`src/rtl/ggpf_pkg.sv`:
```
// ggpf_pkg: shared constants, types and helpers for the glyph to gray page formatter
// used by every interface and module of the block but ggpf_ram; depends on nothing

package ggpf_pkg;

  // default sizes of the line buffer and the glyph
  localparam int unsigned MAX_WIDTH_DEF  = 63;
  localparam int unsigned MAX_HEIGHT_DEF = 64;

  // fixed field widths
  localparam int unsigned BYTE_W    = 8;
  localparam int unsigned NIBBLE_W  = 4;
  localparam int unsigned COL_W     = 6;
  localparam int unsigned HEIGHT_W  = 7;
  localparam int unsigned ROW_W     = 3;
  localparam int unsigned CFG_IDX_W = 2;
  localparam int unsigned CFG_DAT_W = 7;

  // configuration register indexes
  typedef enum logic [CFG_IDX_W-1:0] {
    REG_GLYPH_WIDTH   = 2'd0,
    REG_GLYPH_HEIGHT  = 2'd1,
    REG_INVERT_ENABLE = 2'd2,
    REG_MASK_ENABLE   = 2'd3
  } cfg_reg_t;

  // reset values of the configuration registers
  localparam logic [COL_W-1:0]    WIDTH_RESET  = 6'd8;
  localparam logic [HEIGHT_W-1:0] HEIGHT_RESET = 7'd8;

  // two-bit pixel patterns
  localparam logic [BYTE_W-1:0] PIX0 = 8'h03;
  localparam logic [BYTE_W-1:0] PIX1 = 8'h0C;
  localparam logic [BYTE_W-1:0] PIX2 = 8'h30;
  localparam logic [BYTE_W-1:0] PIX3 = 8'hC0;

  // controller commands to the datapath
  typedef struct packed {
    logic take;       // input request may be taken
    logic read;       // issue line buffer read
    logic load_high;  // load buffered page byte into output register
  } ggpf_cmd_t;

  // datapath status to the controller
  typedef struct packed {
    logic in_valid;    // input request pending
    logic out_free;    // output register can be loaded
    logic two_end;     // current byte ends a row that sends two pages
    logic drain_last;  // drain index at the last column
  } ggpf_status_t;

  // widen a nibble: each set bit becomes 11
  function automatic logic [BYTE_W-1:0] widen_nibble(input logic [NIBBLE_W-1:0] n);
    logic [BYTE_W-1:0] r;
    r = '0;
    if (n[0]) r = r | PIX0;
    if (n[1]) r = r | PIX1;
    if (n[2]) r = r | PIX2;
    if (n[3]) r = r | PIX3;
    return r;
  endfunction

endpackage

```
`src/rtl/ggpf_in_if.sv`:
```
// ggpf_in_if: input channel carrying one glyph column byte and its mask byte
// depends on ggpf_pkg

interface ggpf_in_if import ggpf_pkg::*; ();
  logic              valid;
  logic              ready;
  logic [BYTE_W-1:0] glyph_byte;
  logic [BYTE_W-1:0] mask_byte;

  modport source (output valid, output glyph_byte, output mask_byte, input ready);
  modport sink   (input valid, input glyph_byte, input mask_byte, output ready);
endinterface

```
`src/rtl/ggpf_out_if.sv`:
```
// ggpf_out_if: output channel carrying one display byte and its end flags
// depends on ggpf_pkg

interface ggpf_out_if import ggpf_pkg::*; ();
  logic              valid;
  logic              ready;
  logic [BYTE_W-1:0] pixel_pair_byte;
  logic              end_of_transfer;
  logic              end_of_glyph;

  modport source (output valid, output pixel_pair_byte, output end_of_transfer,
                  output end_of_glyph, input ready);
  modport sink   (input valid, input pixel_pair_byte, input end_of_transfer,
                  input end_of_glyph, output ready);
endinterface

```
`src/rtl/ggpf_cfg_if.sv`:
```
// ggpf_cfg_if: configuration write channel, register index and write data
// depends on ggpf_pkg

interface ggpf_cfg_if import ggpf_pkg::*; ();
  logic                 valid;
  logic                 ready;
  logic [CFG_IDX_W-1:0] reg_index;
  logic [CFG_DAT_W-1:0] reg_data;

  modport source (output valid, output reg_index, output reg_data, input ready);
  modport sink   (input valid, input reg_index, input reg_data, output ready);
endinterface

```
`src/rtl/ggpf_ram.sv`:
```
// ggpf_ram: generic single write port, single read port RAM with registered read
// depends on nothing

module ggpf_ram #(
  parameter int unsigned WIDTH = 4,
  parameter int unsigned DEPTH = 63,
  localparam int unsigned AW = (DEPTH > 1) ? $clog2(DEPTH) : 1
) (
  input  logic             clk,
  input  logic             we,
  input  logic [AW-1:0]    waddr,
  input  logic [WIDTH-1:0] wdata,
  input  logic             re,
  input  logic [AW-1:0]    raddr,
  output logic [WIDTH-1:0] rdata
);

  logic [WIDTH-1:0] mem [DEPTH];

  // write port
  always_ff @(posedge clk) begin
    if (we) begin
      mem[waddr] <= wdata;
    end
  end

  // registered read port
  always_ff @(posedge clk) begin
    if (re) begin
      rdata <= mem[raddr];
    end
  end

endmodule

```
`src/rtl/ggpf_ctrl.sv`:
```
// ggpf_ctrl: state machine sequencing request intake and the second page drain
// depends on ggpf_pkg

module ggpf_ctrl import ggpf_pkg::*; (
  input  logic         clk,
  input  logic         rst,
  input  ggpf_status_t status,
  output ggpf_cmd_t    cmd
);

  typedef enum logic [2:0] {
    S_INTAKE = 3'b001,
    S_READ   = 3'b010,
    S_LOAD   = 3'b100
  } state_t;

  state_t state;
  state_t state_next;

  // next state and commands
  always_comb begin
    state_next    = state;
    cmd.take      = 1'b0;
    cmd.read      = 1'b0;
    cmd.load_high = 1'b0;
    case (state)
      S_INTAKE: begin
        cmd.take = status.out_free;
        if (status.in_valid && status.out_free && status.two_end) begin
          state_next = S_READ;
        end
      end
      S_READ: begin
        cmd.read   = 1'b1;
        state_next = S_LOAD;
      end
      S_LOAD: begin
        if (status.out_free) begin
          cmd.load_high = 1'b1;
          state_next    = status.drain_last ? S_INTAKE : S_READ;
        end
      end
      default: begin
        state_next = S_INTAKE;
      end
    endcase
  end

  // state register
  always_ff @(posedge clk) begin
    if (rst) begin
      state <= S_INTAKE;
    end else begin
      state <= state_next;
    end
  end

endmodule

```
`src/rtl/ggpf_datapath.sv`:
```
// ggpf_datapath: configuration registers, counters, inversion, line buffer and output register
// depends on ggpf_pkg, ggpf_ram and the channel interfaces

module ggpf_datapath import ggpf_pkg::*; #(
  parameter int unsigned MAX_WIDTH  = MAX_WIDTH_DEF,
  parameter int unsigned MAX_HEIGHT = MAX_HEIGHT_DEF
) (
  input  logic         clk,
  input  logic         rst,
  ggpf_in_if.sink      glyph_in,
  ggpf_out_if.source   page_out,
  ggpf_cfg_if.sink     cfg,
  input  ggpf_cmd_t    cmd,
  output ggpf_status_t status
);

  localparam int unsigned AW = (MAX_WIDTH > 1) ? $clog2(MAX_WIDTH) : 1;

  // configuration registers
  logic [COL_W-1:0]    glyph_width;
  logic [HEIGHT_W-1:0] glyph_height;
  logic                invert_enable;
  logic                mask_enable;

  // counters and drain state
  logic [COL_W-1:0] column_count;
  logic [ROW_W-1:0] byte_row_count;
  logic [COL_W-1:0] drain_idx;
  logic             drain_last_row;

  // output register
  logic              out_valid;
  logic [BYTE_W-1:0] out_byte;
  logic              out_eot;
  logic              out_eog;

  // derived values
  logic [COL_W-1:0]    w_eff;
  logic [HEIGHT_W-1:0] h_eff;
  logic [ROW_W:0]      rows;
  logic [4:0]          pages;
  logic [COL_W-1:0]    col;
  logic [ROW_W-1:0]    row;
  logic                two;
  logic                last_row;
  logic                last_col;
  logic [BYTE_W-1:0]   s;
  logic                accept;
  logic [NIBBLE_W-1:0] rdata;

  // configuration writes, always ready
  assign cfg.ready = 1'b1;

  always_ff @(posedge clk) begin
    if (rst) begin
      glyph_width   <= WIDTH_RESET;
      glyph_height  <= HEIGHT_RESET;
      invert_enable <= 1'b0;
      mask_enable   <= 1'b0;
    end else if (cfg.valid) begin
      case (cfg_reg_t'(cfg.reg_index))
        REG_GLYPH_WIDTH:   glyph_width   <= cfg.reg_data[COL_W-1:0];
        REG_GLYPH_HEIGHT:  glyph_height  <= cfg.reg_data[HEIGHT_W-1:0];
        REG_INVERT_ENABLE: invert_enable <= cfg.reg_data[0];
        REG_MASK_ENABLE:   mask_enable   <= cfg.reg_data[0];
        default: ;
      endcase
    end
  end

  // clamp sizes, count byte rows and pages
  always_comb begin
    if (glyph_width == '0) begin
      w_eff = COL_W'(1);
    end else if (glyph_width > COL_W'(MAX_WIDTH)) begin
      w_eff = COL_W'(MAX_WIDTH);
    end else begin
      w_eff = glyph_width;
    end
    if (glyph_height == '0) begin
      h_eff = HEIGHT_W'(1);
    end else if (glyph_height > HEIGHT_W'(MAX_HEIGHT)) begin
      h_eff = HEIGHT_W'(MAX_HEIGHT);
    end else begin
      h_eff = glyph_height;
    end
    rows  = (ROW_W+1)'((h_eff + HEIGHT_W'(7)) >> 3);
    pages = 5'((h_eff + HEIGHT_W'(3)) >> 2);
  end

  // position of the current byte, restarted if beyond a shrunken size
  always_comb begin
    col      = (column_count >= w_eff) ? '0 : column_count;
    row      = ({1'b0, byte_row_count} >= rows) ? '0 : byte_row_count;
    two      = ({1'b0, row, 1'b0} + 5'd2) <= pages;
    last_row = ({1'b0, row} + (ROW_W+1)'(1)) == rows;
    last_col = ({1'b0, col} + (COL_W+1)'(1)) == {1'b0, w_eff};
  end

  // inversion
  always_comb begin
    s = glyph_in.glyph_byte;
    if (invert_enable) begin
      s = mask_enable ? (glyph_in.glyph_byte ^ glyph_in.mask_byte) : ~glyph_in.glyph_byte;
    end
  end

  assign glyph_in.ready = cmd.take;
  assign accept         = cmd.take & glyph_in.valid;

  // status to the controller
  assign status.in_valid   = glyph_in.valid;
  assign status.out_free   = ~out_valid | page_out.ready;
  assign status.two_end    = last_col & two;
  assign status.drain_last = ({1'b0, drain_idx} + (COL_W+1)'(1)) == {1'b0, w_eff};

  // line buffer of high nibbles
  ggpf_ram #(
    .WIDTH (NIBBLE_W),
    .DEPTH (MAX_WIDTH)
  ) u_line_buf (
    .clk   (clk),
    .we    (accept),
    .waddr (col[AW-1:0]),
    .wdata (s[BYTE_W-1:NIBBLE_W]),
    .re    (cmd.read),
    .raddr (drain_idx[AW-1:0]),
    .rdata (rdata)
  );

  // column and byte row counters
  always_ff @(posedge clk) begin
    if (rst) begin
      column_count   <= '0;
      byte_row_count <= '0;
    end else if (accept) begin
      if (last_col) begin
        column_count   <= '0;
        byte_row_count <= last_row ? '0 : row + ROW_W'(1);
      end else begin
        column_count   <= col + COL_W'(1);
        byte_row_count <= row;
      end
    end
  end

  // drain index over the buffered columns
  always_ff @(posedge clk) begin
    if (accept) begin
      drain_idx      <= '0;
      drain_last_row <= last_row;
    end else if (cmd.load_high) begin
      drain_idx <= drain_idx + COL_W'(1);
    end
  end

  // output register valid
  always_ff @(posedge clk) begin
    if (rst) begin
      out_valid <= 1'b0;
    end else if (accept || cmd.load_high) begin
      out_valid <= 1'b1;
    end else if (page_out.ready) begin
      out_valid <= 1'b0;
    end
  end

  // output register payload: low page byte or buffered high page byte
  always_ff @(posedge clk) begin
    if (accept) begin
      out_byte <= widen_nibble(s[NIBBLE_W-1:0]);
      out_eot  <= last_col & ~two;
      out_eog  <= last_col & ~two & last_row;
    end else if (cmd.load_high) begin
      out_byte <= widen_nibble(rdata);
      out_eot  <= status.drain_last;
      out_eog  <= status.drain_last & drain_last_row;
    end
  end

  assign page_out.valid           = out_valid;
  assign page_out.pixel_pair_byte = out_byte;
  assign page_out.end_of_transfer = out_eot;
  assign page_out.end_of_glyph    = out_eog;

endmodule

```
`src/rtl/glyph_to_gray_page_formatter.sv`:
```
// glyph_to_gray_page_formatter: each request gives its low page byte in the cycle after acceptance;
// a request is taken every cycle while the output register drains and no line buffer drain runs.
// at the last column of a byte row sending two pages the line buffer drains after it:
// each buffered column is a RAM read, then an output load once the output register is free.
// reset (rst, synchronous) restores register defaults, clears counters and output valid;
// the line buffer is not cleared and needs no sweep
// depends on ggpf_pkg, the channel interfaces, ggpf_ctrl and ggpf_datapath

module glyph_to_gray_page_formatter import ggpf_pkg::*; #(
  parameter int unsigned MAX_WIDTH  = MAX_WIDTH_DEF,
  parameter int unsigned MAX_HEIGHT = MAX_HEIGHT_DEF
) (
  input  logic       clk,
  input  logic       rst,
  ggpf_in_if.sink    glyph_in,
  ggpf_out_if.source page_out,
  ggpf_cfg_if.sink   cfg
);

  ggpf_cmd_t    cmd;
  ggpf_status_t status;

  // sequencing
  ggpf_ctrl u_ctrl (
    .clk    (clk),
    .rst    (rst),
    .status (status),
    .cmd    (cmd)
  );

  // data handling
  ggpf_datapath #(
    .MAX_WIDTH  (MAX_WIDTH),
    .MAX_HEIGHT (MAX_HEIGHT)
  ) u_datapath (
    .clk      (clk),
    .rst      (rst),
    .glyph_in (glyph_in),
    .page_out (page_out),
    .cfg      (cfg),
    .cmd      (cmd),
    .status   (status)
  );

endmodule

```
`src/flat_wrapper.sv`:
```
// flat-port wrapper written by rule: the top's interface ports become plain ports
module glyph_to_gray_page_formatter_flat import ggpf_pkg::*;
#(
  parameter int unsigned MAX_WIDTH  = MAX_WIDTH_DEF,
  parameter int unsigned MAX_HEIGHT = MAX_HEIGHT_DEF
)
  (clk, rst, glyph_in_valid, glyph_in_glyph_byte, glyph_in_mask_byte, glyph_in_ready, page_out_valid, page_out_pixel_pair_byte, page_out_end_of_transfer, page_out_end_of_glyph, page_out_ready, cfg_valid, cfg_reg_index, cfg_reg_data, cfg_ready);
  ggpf_in_if glyph_in_i ();
  ggpf_out_if page_out_i ();
  ggpf_cfg_if cfg_i ();
  input  logic clk;
  input  logic rst;
  input wire logic [$bits(glyph_in_i.valid)-1:0] glyph_in_valid;
  input wire logic [$bits(glyph_in_i.glyph_byte)-1:0] glyph_in_glyph_byte;
  input wire logic [$bits(glyph_in_i.mask_byte)-1:0] glyph_in_mask_byte;
  output wire logic [$bits(glyph_in_i.ready)-1:0] glyph_in_ready;
  output wire logic [$bits(page_out_i.valid)-1:0] page_out_valid;
  output wire logic [$bits(page_out_i.pixel_pair_byte)-1:0] page_out_pixel_pair_byte;
  output wire logic [$bits(page_out_i.end_of_transfer)-1:0] page_out_end_of_transfer;
  output wire logic [$bits(page_out_i.end_of_glyph)-1:0] page_out_end_of_glyph;
  input wire logic [$bits(page_out_i.ready)-1:0] page_out_ready;
  input wire logic [$bits(cfg_i.valid)-1:0] cfg_valid;
  input wire logic [$bits(cfg_i.reg_index)-1:0] cfg_reg_index;
  input wire logic [$bits(cfg_i.reg_data)-1:0] cfg_reg_data;
  output wire logic [$bits(cfg_i.ready)-1:0] cfg_ready;
  assign glyph_in_i.valid = glyph_in_valid;
  assign glyph_in_i.glyph_byte = glyph_in_glyph_byte;
  assign glyph_in_i.mask_byte = glyph_in_mask_byte;
  assign glyph_in_ready = glyph_in_i.ready;
  assign page_out_valid = page_out_i.valid;
  assign page_out_pixel_pair_byte = page_out_i.pixel_pair_byte;
  assign page_out_end_of_transfer = page_out_i.end_of_transfer;
  assign page_out_end_of_glyph = page_out_i.end_of_glyph;
  assign page_out_i.ready = page_out_ready;
  assign cfg_i.valid = cfg_valid;
  assign cfg_i.reg_index = cfg_reg_index;
  assign cfg_i.reg_data = cfg_reg_data;
  assign cfg_ready = cfg_i.ready;
  glyph_to_gray_page_formatter #(.MAX_WIDTH(MAX_WIDTH), .MAX_HEIGHT(MAX_HEIGHT)) u_core (.clk(clk), .rst(rst), .glyph_in(glyph_in_i), .page_out(page_out_i), .cfg(cfg_i));
endmodule
```
`config.mk`:
```
export PLATFORM = sky130hd
export DESIGN_NAME = glyph_to_gray_page_formatter_flat
export DESIGN_NICKNAME = d
export VERILOG_FILES = /design/src/rtl/ggpf_pkg.sv /design/src/rtl/ggpf_in_if.sv /design/src/rtl/ggpf_out_if.sv /design/src/rtl/ggpf_cfg_if.sv /design/src/rtl/ggpf_ram.sv /design/src/rtl/ggpf_ctrl.sv /design/src/rtl/ggpf_datapath.sv /design/src/rtl/glyph_to_gray_page_formatter.sv /design/src/flat_wrapper.sv
export SDC_FILE = /design/constraint.sdc
export NUM_CORES = 1
export LEC_CHECK = 0
export ABC_AREA = 0
export BUFFER_PORTS_ARGS = -buffer_cell sky130_fd_sc_hd__buf_2
export CORE_ASPECT_RATIO = 0.6
export CORE_MARGIN = 2
export CORE_UTILIZATION = 45
export CTS_BUF_LIST = sky130_fd_sc_hd__clkbuf_4
export CTS_CLUSTER_DIAMETER = 120
export DETAILED_ROUTE_END_ITERATION = 6
export SLEW_MARGIN = 15
export SYNTH_ARGS = -nofsm -noshare
export SYNTH_HDL_FRONTEND = slang
export SYNTH_SLANG_ARGS = --single-unit
```
`constraint.sdc`:
```
create_clock -name clk -period 5.3 [get_ports clk]
set_input_delay 1.59 -clock clk [delete_from_list [all_inputs] [get_ports clk]]
set_output_delay 1.59 -clock clk [all_outputs]
set_load 0.01 [all_outputs]
```
---- Yosys cells after proc, flatten, opt, wreduce, memory -nomap -nowiden ----
Memories as Yosys holds them, arrays and structs flattened. A register that Yosys moved wholly into a read port is not among the register bits.
Cells that the tools add are included.
storage, ports and cells
  input bits .............................. 30
  register bits ........................... 45
  bits in writable memories ............... 252
  memories kept ........................... 1
  output and inout bits ................... 13
  logic and storage cells ................. 99
memory list
  memory                            words  width  rd ports  clocked after Yosys merged registers in  write ports  line            RTL
  u_core.u_datapath.u_line_buf.mem  63     4      1         1                                        1            ggpf_ram.sv:18  logic [WIDTH-1:0] mem [DEPTH];
cells by class
  $add $sub $neg .......................... 9
  bitwise gates (word level) .............. 10
  muxes and demuxes ....................... 37
  $lt $le $gt $ge ......................... 5
  eq/ne operators ......................... 11
  reductions and logical operators ........ 13
operators by type and width
  kind                                                            count
  8-bit 2-to-1 mux                                                6
  6-bit 2-to-1 mux                                                6
  3-bit 2-to-1 mux                                                5
  6-bit by 1-bit adder with 7-bit output (second input constant)  2
  7-bit by 6-bit equality test with 1-bit output                  2
  7-bit 2-to-1 mux                                                2
  6-bit by 1-bit adder with 6-bit output (second input constant)  2
  1-bit 2-to-1 mux                                                12
  2-bit AND reduction                                             5
  3-bit case mux with 3 select lines                              1
  4-bit 2-to-1 mux                                                2
  8-bit NOT                                                       1
  8-bit bitwise XOR                                               1
  7-bit by 2-bit adder with 7-bit output (second input constant)  1
  7-bit by 3-bit adder with 7-bit output (second input constant)  1
  7-bit greater-than comparator (second input constant)           1
  7-bit zero test                                                 1
  6-bit >= comparator                                             1
  6-bit greater-than comparator (second input constant)           1
  6-bit zero test                                                 1
  2-bit 2-to-1 mux                                                3
  4-bit by 2-bit adder with 5-bit output (second input constant)  1
  1-bit bitwise AND                                               5
  5-bit less-or-equal comparator                                  1
  other kinds (16)                                                21

---- Depth between registers and ports, before layout ----
Gate-level depths: netlist of run 1.
  depth in word-level cells ............... 12
  gate-level depth with buffers ........... 20
  mapped depth without buffers ............ 18

---- By module ----
Synthesis of run 1 repeated with hierarchy kept, for this count alone.
second synthesis, totals
  cells, all modules ...................... 909
  area, all modules ....................... 13401.6 sq um
by module, submodules not included
  module         cells an instance  sequential area each (sq um)  instances  area an instance (sq um)
  ggpf_ram       526                7687.4                        1          10314.9
  ggpf_datapath  366                830.8                         1          2924.1
  ggpf_ctrl      17                 60.1                          1          162.7

---- Least setup slack after synthesis of run 1 ----
OpenSTA, ideal clock, no wires.
  path kind ............................... flip-flop to flip-flop
  from .................................... register u_core.u_datapath.glyph_width[2]
  to ...................................... register u_core.u_datapath.out_eog (netlist: u_core.u_datapath.page_out.end_of_glyph) (data pin)
  arrival ................................. 4.086 ns
  library setup time ...................... 0.134 ns
  path buffers ............................ 2
  path slack .............................. 1.080 ns
  data required time ...................... 5.166 ns
  period minus slack after synthesis ...... 4.220 ns
  stages on the path, launching flop included .. 21
  cells stage by stage .................... dfxtp_1 -> nor4_1 -> a21oi_1 -> inv_1 -> ha_1 -> nand2b_1 -> a21oi_2 -> o221a_2 -> clkbuf_1 -> nand2_1 -> inv_1 -> ha_1 -> nand3_2 -> xnor2_1 -> or4b_1 -> a21o_1 -> a221oi_4 -> nand2_2 -> buf_6 -> nor2_2 -> a32o_1
between the ends
  longest elaborated chain between the ends .. 10
  elaborated cells between the ends (all ways) .. 14
  those cells by class .................... add/sub (1); order compare (2); eq/ne (2); mux (5); bitwise (3); reduce/logical (1)
ends and longest elaborated chain
  element                                         line                  RTL
  start: declaration                              ggpf_datapath.sv:20   logic [COL_W-1:0] glyph_width;
  start signal: assignment                        ggpf_datapath.sv:62   REG_GLYPH_WIDTH: glyph_width <= cfg.reg_data[COL_W-1:0];
  6-bit greater-than comparator                   ggpf_datapath.sv:75   end else if (glyph_width > COL_W'(MAX_WIDTH)) begin
  6-bit 2-to-1 mux                                ggpf_datapath.sv:75
  6-bit 2-to-1 mux *                              ggpf_datapath.sv:73   if (glyph_width == '0) begin
  6-bit >= comparator                             ggpf_datapath.sv:93   col = (column_count >= w_eff) ? '0 : column_count;
  6-bit 2-to-1 mux                                ggpf_datapath.sv:93
  6-bit by 1-bit adder with 7-bit output          ggpf_datapath.sv:97   last_col = ({1'b0, col} + (COL_W+1)'(1)) == {1'b0, w_eff};
  7-bit by 6-bit equality test with 1-bit output  ggpf_datapath.sv:97
  1-bit bitwise AND (2 in a row)                  ggpf_datapath.sv:173  out_eog <= last_col & ~two & last_row;
  1-bit 2-to-1 mux *                              ggpf_datapath.sv:170  if (accept) begin
  end signal: assignment                          ggpf_datapath.sv:173
  end signal: assignment                          ggpf_datapath.sv:177  out_eog <= status.drain_last & drain_last_row;
  end: declaration                                ggpf_datapath.sv:35   logic out_eog;
Every way passes the cells marked *; elsewhere a longest branch is shown, timed or not. The select of a mux whose other input is x is not followed.
A chain may end at the register's enable or synchronous reset.

---- Worst setup path in the final report of run 1 ----
  from .................................... register u_core.u_datapath.glyph_width[2]
  to ...................................... register u_core.u_datapath.byte_row_count[0]
between the ends
  longest elaborated chain between the ends .. 8
  elaborated cells between the ends (all ways) .. 9
  those cells by class .................... add/sub (1); order compare (2); eq/ne (1); mux (4); reduce/logical (1)
ends and longest elaborated chain
  element                                           line                  RTL
  6-bit greater-than comparator                     ggpf_datapath.sv:75
  6-bit 2-to-1 mux                                  ggpf_datapath.sv:75
  6-bit 2-to-1 mux *                                ggpf_datapath.sv:73
  6-bit >= comparator                               ggpf_datapath.sv:93
  6-bit 2-to-1 mux                                  ggpf_datapath.sv:93
  6-bit by 1-bit adder with 7-bit output            ggpf_datapath.sv:97
  7-bit by 6-bit equality test with 1-bit output *  ggpf_datapath.sv:97
  3-bit 2-to-1 mux *                                ggpf_datapath.sv:137  if (last_col) begin
  end signal: assignment                            ggpf_datapath.sv:139  byte_row_count <= last_row ? '0 : row + ROW_W'(1);
  end signal: assignment                            ggpf_datapath.sv:142  byte_row_count <= row;
  end: declaration                                  ggpf_datapath.sv:27   logic [ROW_W-1:0] byte_row_count;
Every way passes the cells marked *; elsewhere a longest branch is shown, timed or not.

==> metrics.txt, run 1 <==
Post-Syn Nets 911; share of the synthesized area in the top cell type 59.8%; drt first pass iters 5; post-synth top area cell edfxtp_1; post-CTS resize count 0; Area Overhead vs Synth 11.7%; worst-margin pin slew 1.01 ns; Pwr per Cell Area 321 nW/µm²; die area 30,800 µm²; # H-tree levels 3; total I/O pin count 43; gr ovfl total 0; CTS tree yes; status completed; reg2reg setup slack 0.45 ns; RSZ-0062 raised after global routing no; Chip Width 225 µm; cell count along the critical path 18; number of antenna violations at the first check in global routing 2; Initial Util 45.8%; Routed Antenna Nets 0; type of origin of the critical path flip-flop; reg2reg end u_core.u_datapath.byte_row_count[0]$_SDFFE_PP0P_; DRT Wirelength 32.5 mm; Syn Inst Count 865; fillers 2,428; Post-DP HPWL 21.2 mm; Avg Inst Size Synth 15.3 µm²; postcts setup bufs 0; Final Setup Violations 0; Final TNS setup 0 ns; Max Root-Sink Buffers 3; final hold violation count 0; share of cells above drive strength 1 27.9%; Post-synth top cells edfxtp_1 (263), nor2_1 (104), mux4_2 (80); slowest stage delay, CP 0.45 ns; GPL Wtd Cong 0.888; fin crit share 91.5%; Cell Area, Synth 13,200 µm²; top post-synthesis cells by area edfxtp_1 (60%), mux4_2 (14%), dfxtp_1 (5.2%); finished layout cell area 14,700 µm²; peak supply drop 166 µV; Layout Skew 0.0485 ns; synthesized flop and latch total 297; Seq/Total Area, Yosys 65.0%; Leakage 4.82 nW; EDFF count, synth 263; worst skew pair latency 0.74 ns; WP buf/inv 2; Max Clock Freq 206 MHz; Ys Warns 0; Worst-path clk slew 0.07 ns; Row Count 48; total clock sinks 297; 1st-iter DRT viols 988; final instance count without filler cells 1,373; Worst Hold Launch u_core.u_ctrl.state[0]$_SDFFE_PP1P_; vias in the first global route 7,425; Critical Path Fanout Max 12; # port buffers 41; hold path cells 1; CP required 5.95 ns; worst path arrival time 5.49 ns; crit-path cells nor4_1, a21oi_1, inv_1, ha_1, nand2b_1, a21oi_2, o221a_2, nand2_1, inv_1, ha_1, nand3_2, xnor2_1, or4b_1, a21o_1, a221oi_4, nand2_2, or3_1, a21oi_1; residual DRC count 0; slowest CP cell or4b_1; largest net degree at the start of global routing 64; Crit path max-delay family simple AND/OR/NAND/NOR gates; DR vias 7,983; average routed wire per standard cell 23.7 µm; Distinct cells, synth 69; max-slew violation count 0; Synth Flop Type edfxtp_1; gr usage total 21.9%; total CTS buffers 71; max cap viols 0; worst min-delay path endpoint u_core.u_ctrl.state[2]$_SDFFE_PP0P_; R2R depth 18; Vias/cell 5.81; min-delay worst type flip-flop to flip-flop; post-layout minimum cycle time 4.85 ns; Slew Limit Headroom 32.2%; ys async rst share 0%; placed cells 1,246; nets@finish 990; CTS Root Buffer Type clkbuf_4; Die Span Y 137 µm; Setup crit end kind flip-flop; most frequent cell after synthesis edfxtp_1; core area 28,800 µm²; Reg-to-Reg Start u_core.u_datapath.glyph_width[2]$_SDFFE_PP0P_; CTS Hold Bufs 0; kind of critical path flip-flop to flip-flop; placed inst area 13,800 µm²; first-pass GRT wire length 48.0 mm
[routing by layer]
metal	up-vias	track usage, %	share of wire, %
met2	393	25.2	37
met3	46	8.39	11
met1	3976	36.2	50
met4	2	6.77	1.5
met5	-	0	0.040
li1	3566	-	-
[registers in the layout, summed over array words and instances (netlist names), 3 cells and up]
name	cells
u_core.u_datapath.glyph_height	7
u_core.u_datapath.column_count	6
u_core.u_ctrl.state	3
u_core.u_datapath.byte_row_count	3
u_core.u_datapath.drain_idx	6
u_core.u_datapath.u_line_buf.mem	252
u_core.u_datapath.u_line_buf.rdata	4
u_core.u_datapath.page_out.pixel_pair_byte	4
u_core.u_datapath.glyph_width	6
[through the flow]
step / worst slack (ns) / hold slack [ns] / utilization (%) / total power, mW
global placement: 0.754 / 0.480 / 48.0 / 2.88
detailed placement: 0.590 / 0.498 / 48.0 / 2.88
global route: 0.115 / 0.548 / 51.1 / 4.91
finish: 0.453 / 0.512 / 51.1 / 4.73
floorplan: 1.08 / 0.461 / - / 2.79
CTS: 0.531 / 0.510 / 51.1 / 4.77
[cell type report]
class                           count  area, µm²  share of cell area, %
Tap cell                          375        469                   3.18
Clock inverter                     20        103                  0.696
Multi-Input combinational cell    490       4310                   29.2
Timing Repair Buffer               65        410                   2.78
Antenna cell                        1       2.50                 0.0170
Inverter                           19       71.3                  0.484
Clock buffer                      106        796                   5.40
Sequential cell                   297       8580                   58.2
[cell usage in the layout (no fill, tap or decap), types with 6 or more instances in the layout]
| cell type | Yosys | final |
|---|---|---|
| a21oi_1 | 22 | 22 |
| and3_1 | 6 | 6 |
| buf_2 | 8 | 41 |
| buf_4 | 7 | 22 |
| clkbuf_4 | 0 | 106 |
| clkinv_1 | 0 | 15 |
| dfxtp_1 | 34 | 32 |
| edfxtp_1 | 263 | 263 |
| ha_1 | 16 | 16 |
| inv_1 | 19 | 19 |
| mux2i_1 | 13 | 13 |
| mux4_2 | 80 | 80 |
| nand2_1 | 40 | 40 |
| nand2b_1 | 8 | 8 |
| nand3_1 | 25 | 25 |
| nand4_1 | 6 | 6 |
| nor2_1 | 104 | 104 |
| nor2b_1 | 7 | 7 |
| nor3_1 | 8 | 8 |
| nor4_1 | 13 | 13 |
| o21ai_0 | 40 | 40 |
| xnor2_1 | 20 | 16 |
| xor2_1 | 9 | 9 |
[how the worst max path moves through the flow]
stage	to	from	slack, ns
detailed placement	u_core.u_datapath.byte_row_count[0]$_SDFFE_PP0P_	u_core.u_datapath.glyph_width[2]$_SDFFE_PP0P_	0.59
global route	u_core.u_datapath.byte_row_count[0]$_SDFFE_PP0P_	u_core.u_datapath.glyph_width[2]$_SDFFE_PP0P_	0.12
finish	u_core.u_datapath.byte_row_count[0]$_SDFFE_PP0P_	u_core.u_datapath.glyph_width[2]$_SDFFE_PP0P_	0.45
CTS	u_core.u_datapath.byte_row_count[0]$_SDFFE_PP0P_	u_core.u_datapath.glyph_width[2]$_SDFFE_PP0P_	0.53
floorplan	u_core.u_datapath.page_out.end_of_glyph$_DFFE_PP_	u_core.u_datapath.glyph_width[2]$_SDFFE_PP0P_	1.08
global placement	u_core.u_datapath.byte_row_count[0]$_SDFFE_PP0P_	u_core.u_datapath.glyph_width[2]$_SDFFE_PP0P_	0.75
[logic make-up after synthesis]
family                     Yosys count  share of synthesized area, %
adders and majority gates           16                          1.52
other                                1                        0.0284
muxes                               94                          14.7
AOI/OAI and AO/OA                  104                          5.19
and+or+nand+nor                    245                          8.85
xor gates and xnor gates            30                          2.09
buffers and inverters               78                          2.61
DFF                                297                          65.0
[power breakdown]
part	internal [mW]	switching (mW)
Combinational	0.0721	0.163
Sequential	2.58	0.0154
Clock	0.964	0.931
No activity file was read; power rests on OpenSTA's default activity.
==> inputs of run 2 (changes only) <==
--- a/config.mk
+++ b/config.mk
@@ -7,12 +7,15 @@
 export LEC_CHECK = 0
 export ABC_AREA = 0
 export BUFFER_PORTS_ARGS = -buffer_cell sky130_fd_sc_hd__buf_2
+export CELL_PAD_IN_SITES_DETAIL_PLACEMENT = 1
+export CELL_PAD_IN_SITES_GLOBAL_PLACEMENT = 2
 export CORE_ASPECT_RATIO = 0.6
 export CORE_MARGIN = 2
 export CORE_UTILIZATION = 45
 export CTS_BUF_LIST = sky130_fd_sc_hd__clkbuf_4
 export CTS_CLUSTER_DIAMETER = 120
 export DETAILED_ROUTE_END_ITERATION = 6
+export PLACE_DENSITY_LB_ADDON = 0.1
 export SLEW_MARGIN = 15
 export SYNTH_ARGS = -nofsm -noshare
 export SYNTH_HDL_FRONTEND = slang
==> run 2 against run 1 <==
Compared with the run above:
- sequential share of layout area down 0.26 points
- via count up 1.1%
- worst setup slack gained 0.011 ns
- register-to-register slack barely moved
- largest cell class unchanged
==> metrics.txt, run 2 (synthesis results as in run 1) <==
first-pass GRT wire length 52.8 mm (+9.9%); kind of critical path flip-flop to flip-flop; most frequent cells in the layout edfxtp_1 (263), clkbuf_4 (105), nor2_1 (104); CTS tree yes; number of antenna violations at the first check in global routing 2 (unchanged); Initial Util 45.8% (unchanged); share of cells above drive strength 1 27.9% (+0.056 points); Reg-to-Reg Start u_core.u_datapath.glyph_width[2]$_SDFFE_PP0P_; Post-DP HPWL 23.2 mm (+9.2%); crit-path cells nor4_2, a21oi_1, inv_1, ha_1, nand2b_1, a21oi_2, o221a_2, nand2_1, inv_1, ha_1, nand3_2, xnor2_1, or4b_1, a21o_1, a221oi_4, nand2_2, or3_1, a21oi_1; Final Setup Violations 0 (unchanged); WP buf/inv 2 (unchanged); worst min-delay path endpoint u_core.u_datapath.drain_idx[1]$_SDFFE_PP0P_; nets@finish 987 (-0.30%); core area 28,800 µm² (unchanged); Area Overhead vs Synth 12.2%; Crit path max-delay family simple AND/OR/NAND/NOR gates; average routed wire per standard cell 25.3 µm (+7.1%); Final TNS setup 0 ns (unchanged); die area 30,800 µm² (unchanged); fin crit share 91.2% (-0.21 points); largest net degree at the start of global routing 64 (unchanged); total I/O pin count 43 (unchanged); RSZ-0062 raised after global routing no; combinational share of power 4.8% (-0.2 points); pre-CTS setup slack 0.510 ns (-0.0799 ns); gr usage total 23.7% (+1.8 points); CTS Root Buffer Type clkbuf_4; worst path arrival time 5.52 ns (+0.03 ns); residual DRC count 0 (unchanged); Leakage 4.85 nW (+0.52%); 1st-iter DRT viols 800 (-19%); largest reg by FF count u_core.u_datapath.u_line_buf.mem; GPL Wtd Cong 0.816 (-8.1%); slowest stage delay, CP 0.50 ns (+0.05 ns); post-route total power 4.93 mW (+4.4%); placed cells 1,242 (-0.32%); status completed; area of the multi-input gates 4310 µm² (+0.15%); max cap viols 0 (unchanged); CP required 5.98 ns (+0.03 ns); postcts setup bufs 0 (unchanged); switching fraction of total power 22.8% (-0.63 points); peak supply drop 166 µV (-0.31%); total clock sinks 297 (unchanged); Row Count 48 (unchanged); commonest non-fill, non-tap cell in the layout edfxtp_1; Worst Hold Launch u_core.u_datapath.drain_idx[1]$_SDFFE_PP0P_; Die Span Y 137 µm (unchanged); post-CTS resize count 0 (unchanged); Chip Width 225 µm (unchanged); Psw 1.13 mW (+1.6%); reg2reg end u_core.u_datapath.byte_row_count[0]$_SDFFE_PP0P_; worst-margin pin slew 1.04 ns (+0.0298 ns); R2R depth 18 (unchanged); vias in the first global route 8,194 (+10%); Pwr per Cell Area 333 nW/µm² (+4.0%); Setup crit end kind flip-flop; fin util 51.4% (+0.23 points); Flop pwr share 52.6% (-2.3 points); Max Clock Freq 207 MHz (+0.23%); min-delay worst type flip-flop to flip-flop; Critical Path Fanout Max 12 (unchanged); DR vias 8,070 (+1.1%); slowest CP cell dfxtp_1; reg2reg setup slack 0.46 ns (about the same); final instance count without filler cells 1,372 (-0.073%); max-slew violation count 0 (unchanged); # port buffers 41 (unchanged); register area 8580 µm² (unchanged); Routed Antenna Nets 0 (unchanged); Worst-path clk slew 0.07 ns (about the same); gr ovfl total 0 (unchanged); max reg flops 252 (unchanged); post-layout minimum cycle time 4.84 ns (-0.0112 ns); hold path cells 2 (+1); final hold violation count 0 (unchanged); fillers 2,820 (+16%); Slew Limit Headroom 30.2% (-2.0 points); CTS Hold Bufs 0 (unchanged); internal power 3.81 mW (+5.3%); type of origin of the critical path flip-flop; biggest registers after layout u_core.u_datapath.u_line_buf.mem x252, u_core.u_datapath.glyph_height x7; Max Root-Sink Buffers 3 (unchanged); drt first pass iters 5 (unchanged); Clock power frac 42.5% (+2.4 points); total CTS buffers 72 (+1.4%); Vias/cell 5.88 (+1.2%); final worst slack 0.464 ns (+0.0112 ns); DRT Wirelength 34.8 mm (+7.0%); # H-tree levels 3 (unchanged); Layout Skew 0.0446 ns (-0.00381 ns); worst skew pair latency 0.76 ns (+0.02 ns)
==> run 2: cell types whose count changed in the layout (fill, tap and decap cells not counted), sizes merged <==
cell | previous run | this run
diode | 1 | 2
clkinv | 16 | 17
clkbuf | 106 | 105
bufinv | 1 | 5
inv | 22 | 20
buf | 65 | 61
==> run 2: power by group through the flow <==
| stage | registers, mW | clock network [mW] | logic [mW] |
|---|---|---|---|
| final | 2.60 | 2.10 | 0.239 |
| after global routing | 2.60 | 2.28 | 0.263 |
| after CTS | 2.60 | 2.15 | 0.241 |
| after detailed placement | 2.65 | 0 | 0.240 |
| after global placement | 2.65 | 0 | 0.229 |
| after floorplan | 2.65 | 0 | 0.143 |
==> run 2: tightest hold or removal path, delay by kind of cell, from the launching register on <==
family / cells / cell delay [ns]
flops: 1 / 0.34
compound gates: 1 / 0.06
simple gates: 1 / 0.05
==> run 2: worst max path at each step <==
stage,from,endpoint,depth (start not counted)
detailed placement,u_core.u_datapath.glyph_width[2]$_SDFFE_PP0P_,u_core.u_datapath.byte_row_count[0]$_SDFFE_PP0P_,18
global route,u_core.u_datapath.glyph_width[2]$_SDFFE_PP0P_,u_core.u_datapath.byte_row_count[0]$_SDFFE_PP0P_,18
global placement,u_core.u_datapath.glyph_width[2]$_SDFFE_PP0P_,u_core.u_datapath.byte_row_count[0]$_SDFFE_PP0P_,18
finish,u_core.u_datapath.glyph_width[2]$_SDFFE_PP0P_,u_core.u_datapath.byte_row_count[0]$_SDFFE_PP0P_,18
floorplan,u_core.u_datapath.glyph_width[2]$_SDFFE_PP0P_,u_core.u_datapath.page_out.end_of_glyph$_DFFE_PP_,20
CTS,u_core.u_datapath.glyph_width[2]$_SDFFE_PP0P_,u_core.u_datapath.byte_row_count[0]$_SDFFE_PP0P_,18
==> run 2: layout make-up <==
cell class,count,share of cell area (%)
flip-flops and latches,297,58.0
multi-input cells,490,29.1
clock buffers,105,5.32
well taps,375,3.17
repair buffers,61,2.40
clock inverters,23,1.50
inverters,19,0.482
diodes,2,0.0338
==> run 2: metal layers <==
layer | global-route usage [%] | wire length, µm | vias up
met2 | 32.2 | 14500 | 324
met5 | 0 | 0 | -
met1 | 37.0 | 17100 | 4136
li1 | - | - | 3560
met3 | 6.23 | 2650 | 50
met4 | 6.84 | 561 | 0
==> run 2: metrics by stage <==
stage	cell area [µm²]	hold WS, ns
after global placement	13800	0.477
final	14800	0.498
after detailed placement	13800	0.488
after floorplan	13200	0.461
after CTS	14800	0.498
after global routing	14800	0.514
==> inputs of run 3 (changes only) <==
==> constraint.sdc (replaced) <==
create_clock -name clk -period 5.3 [get_ports clk]
set_input_delay 0.53 -clock clk [delete_from_list [all_inputs] [get_ports clk]]
set_output_delay 0.53 -clock clk [all_outputs]
set_load 0.01 [all_outputs]
==> run 3 against run 2 <==
Compared with the run above:
- critical endpoint unchanged
- combinational power is essentially flat
- via count down 1.5%
- largest power group unchanged
- die area unchanged
- non-clock buffer count grew 4
- clock power shrank 12%
- wire length down 3.2%
- critical path depth unchanged
- hold slack worse by 0.41 ns
- register-to-register slack is essentially flat
- cell count is 0.58% lower
==> metrics.txt, run 3 (synthesis results as in run 1) <==
largest reg by FF count u_core.u_datapath.u_line_buf.mem; # port buffers 41 (unchanged); core area 28,800 µm² (unchanged); gr usage total 23.0% (-0.64 points); finished layout cell area 14,700 µm² (-0.61%); Slew Limit Headroom 27.3% (-2.9 points); drt first pass iters 5 (unchanged); nets@finish 991 (+0.41%); Final TNS setup 0 ns (unchanged); RSZ-0062 raised after global routing no; CTS tree yes; peak supply drop 197 µV (+19%); Pwr per Cell Area 318 nW/µm² (-4.6%); most frequent cells in the layout edfxtp_1 (263), clkbuf_4 (105), nor2_1 (104); hold path cells 3 (+1); Max Root-Sink Buffers 3 (unchanged); worst path arrival time 5.52 ns (about the same); worst-margin pin slew 1.08 ns (+0.0426 ns); Setup crit end kind flip-flop; reg2reg setup slack 0.45 ns (about the same); DRT Wirelength 33.6 mm (-3.2%); fin util 51.1% (-0.31 points); kind of critical path flip-flop to flip-flop; total CTS buffers 72 (unchanged); gr ovfl total 0 (unchanged); commonest non-fill, non-tap cell in the layout edfxtp_1; max reg flops 252 (unchanged); total clock sinks 297 (unchanged); 1st-iter DRT viols 731 (-8.6%); Reg-to-Reg Start u_core.u_datapath.glyph_width[2]$_SDFFE_PP0P_; total I/O pin count 43 (unchanged); R2R depth 18 (unchanged); largest net degree at the start of global routing 64 (unchanged); number of antenna violations at the first check in global routing 2 (unchanged); Post-DP HPWL 22.7 mm (-2.2%); Die Span Y 137 µm (unchanged); residual DRC count 0 (unchanged); placed cells 1,242 (unchanged); CP required 5.97 ns (about the same); Critical Path Fanout Max 12 (unchanged); max cap viols 0 (unchanged); first-pass GRT wire length 51.2 mm (-3.0%); worst skew pair latency 0.74 ns (-0.02 ns); slowest CP cell dfxtp_1; Layout Skew 0.0420 ns (-0.00265 ns); slowest stage delay, CP 0.51 ns (about the same); Initial Util 45.8% (unchanged); Final Setup Violations 0 (unchanged); Chip Width 225 µm (unchanged); average routed wire per standard cell 24.7 µm (-2.7%); crit-path cells nor4_2, a21oi_1, inv_1, ha_1, nand2b_1, a21oi_2, o221a_2, nand2_1, inv_1, ha_1, nand3_2, xnor2_1, or4b_1, a21o_1, a221oi_4, nand2_2, or3_1, a21oi_1; vias in the first global route 8,059 (-1.6%); Leakage 4.80 nW (-0.95%); Routed Antenna Nets 0 (unchanged); CTS Root Buffer Type clkbuf_4; hold slack final 0.0924 ns (-0.405 ns); worst min-delay path endpoint u_core.u_datapath.glyph_height[4]$_SDFFE_PP0P_; Max Clock Freq 206 MHz (-0.30%); Row Count 48 (unchanged); WP buf/inv 2 (unchanged); placed inst area 13,800 µm² (about the same); Worst Hold Launch cfg_reg_data[4]; min-delay worst type input port to flip-flop; Vias/cell 5.83 (-0.93%); type of origin of the critical path flip-flop; # H-tree levels 3 (unchanged); DR vias 7,948 (-1.5%); die area 30,800 µm² (unchanged); postcts setup bufs 0 (unchanged); biggest registers after layout u_core.u_datapath.u_line_buf.mem x252, u_core.u_datapath.glyph_height x7; final worst slack 0.450 ns (-0.0144 ns); Area Overhead vs Synth 11.5%; Worst-path clk slew 0.07 ns (about the same); pre-CTS setup slack 0.470 ns (-0.0395 ns); post-layout minimum cycle time 4.85 ns (+0.0144 ns); post-route total power 4.68 mW (-5.1%); Crit path max-delay family simple AND/OR/NAND/NOR gates; reg2reg end u_core.u_datapath.byte_row_count[0]$_SDFFE_PP0P_; GPL Wtd Cong 0.805 (-1.4%); final instance count without filler cells 1,364 (-0.58%); final hold violation count 0 (unchanged); max-slew violation count 0 (unchanged); share of cells above drive strength 1 27.9% (about the same); fin crit share 91.5% (+0.27 points); status completed
==> run 3: changes by cell type in the layout (fill, tap and decap cells not counted) <==
cell,delta
buf_12,+1
bufinv_16,-4
dlygate4sd3_1,+4
clkinv_1,-8
nor4_1,-1
o21ai_0,+1
inv_2,+1
nor4_2,+1
diode_2,-1
o21ai_1,-1
buf_4,-1
==> run 3: worst max-delay path by stage <==
stage                                                   startpoint                                                end  slack [ns]  depth (start not counted)
finish               u_core.u_datapath.glyph_width[2]$_SDFFE_PP0P_   u_core.u_datapath.byte_row_count[0]$_SDFFE_PP0P_        0.45                         18
global placement     u_core.u_datapath.glyph_width[2]$_SDFFE_PP0P_   u_core.u_datapath.byte_row_count[0]$_SDFFE_PP0P_        0.64                         18
CTS                  u_core.u_datapath.glyph_width[2]$_SDFFE_PP0P_   u_core.u_datapath.byte_row_count[0]$_SDFFE_PP0P_        0.44                         18
floorplan            u_core.u_datapath.glyph_width[2]$_SDFFE_PP0P_  u_core.u_datapath.page_out.end_of_glyph$_DFFE_PP_        1.08                         20
detailed placement   u_core.u_datapath.glyph_width[2]$_SDFFE_PP0P_   u_core.u_datapath.byte_row_count[0]$_SDFFE_PP0P_        0.47                         18
global route        u_core.u_datapath.glyph_height[3]$_SDFFE_PP1P_   u_core.u_datapath.byte_row_count[1]$_SDFFE_PP0P_        0.11                         18
==> run 3: power by group <==
part / switching, mW / internal (mW) / total [mW]
clock network: 0.894 / 0.950 / 1.84
logic: 0.167 / 0.0739 / 0.241
registers: 0.0161 / 2.58 / 2.60
==> run 3: area by class of cell <==
| class | count | area [µm²] |
|---|---|---|
| antenna | 1 | 2.50 |
| timing repair buffer | 65 | 408 |
| multi-input combinational | 490 | 4320 |
| clock inverter | 12 | 75.1 |
| clock buffer | 105 | 788 |
| tap | 375 | 469 |
| inverter | 19 | 71.3 |
| sequential | 297 | 8580 |
| fill | 2814 | 14100 |
==> run 3: timing repair <==
action / CTS / global route
endpoints found under the hold margin: 6 / 0
hold buffers: 4 / 0
setup endpoints to repair: 0 / 1
resized for setup: 0 / 1
==> run 3: worst min-delay path, cell delays in order <==
cell and delay (ns):
buf_2 0.12, mux2i_1 0.07, nor2_1 0.08
==> run 3: layer usage <==
metal	share of wire [%]	vias to the layer above	track usage [%]
li1	-	3552	-
met1	51	4096	36.9
met2	41	268	30.8
met3	6.9	32	6.40
met4	0.89	0	5.00
met5	0	-	0
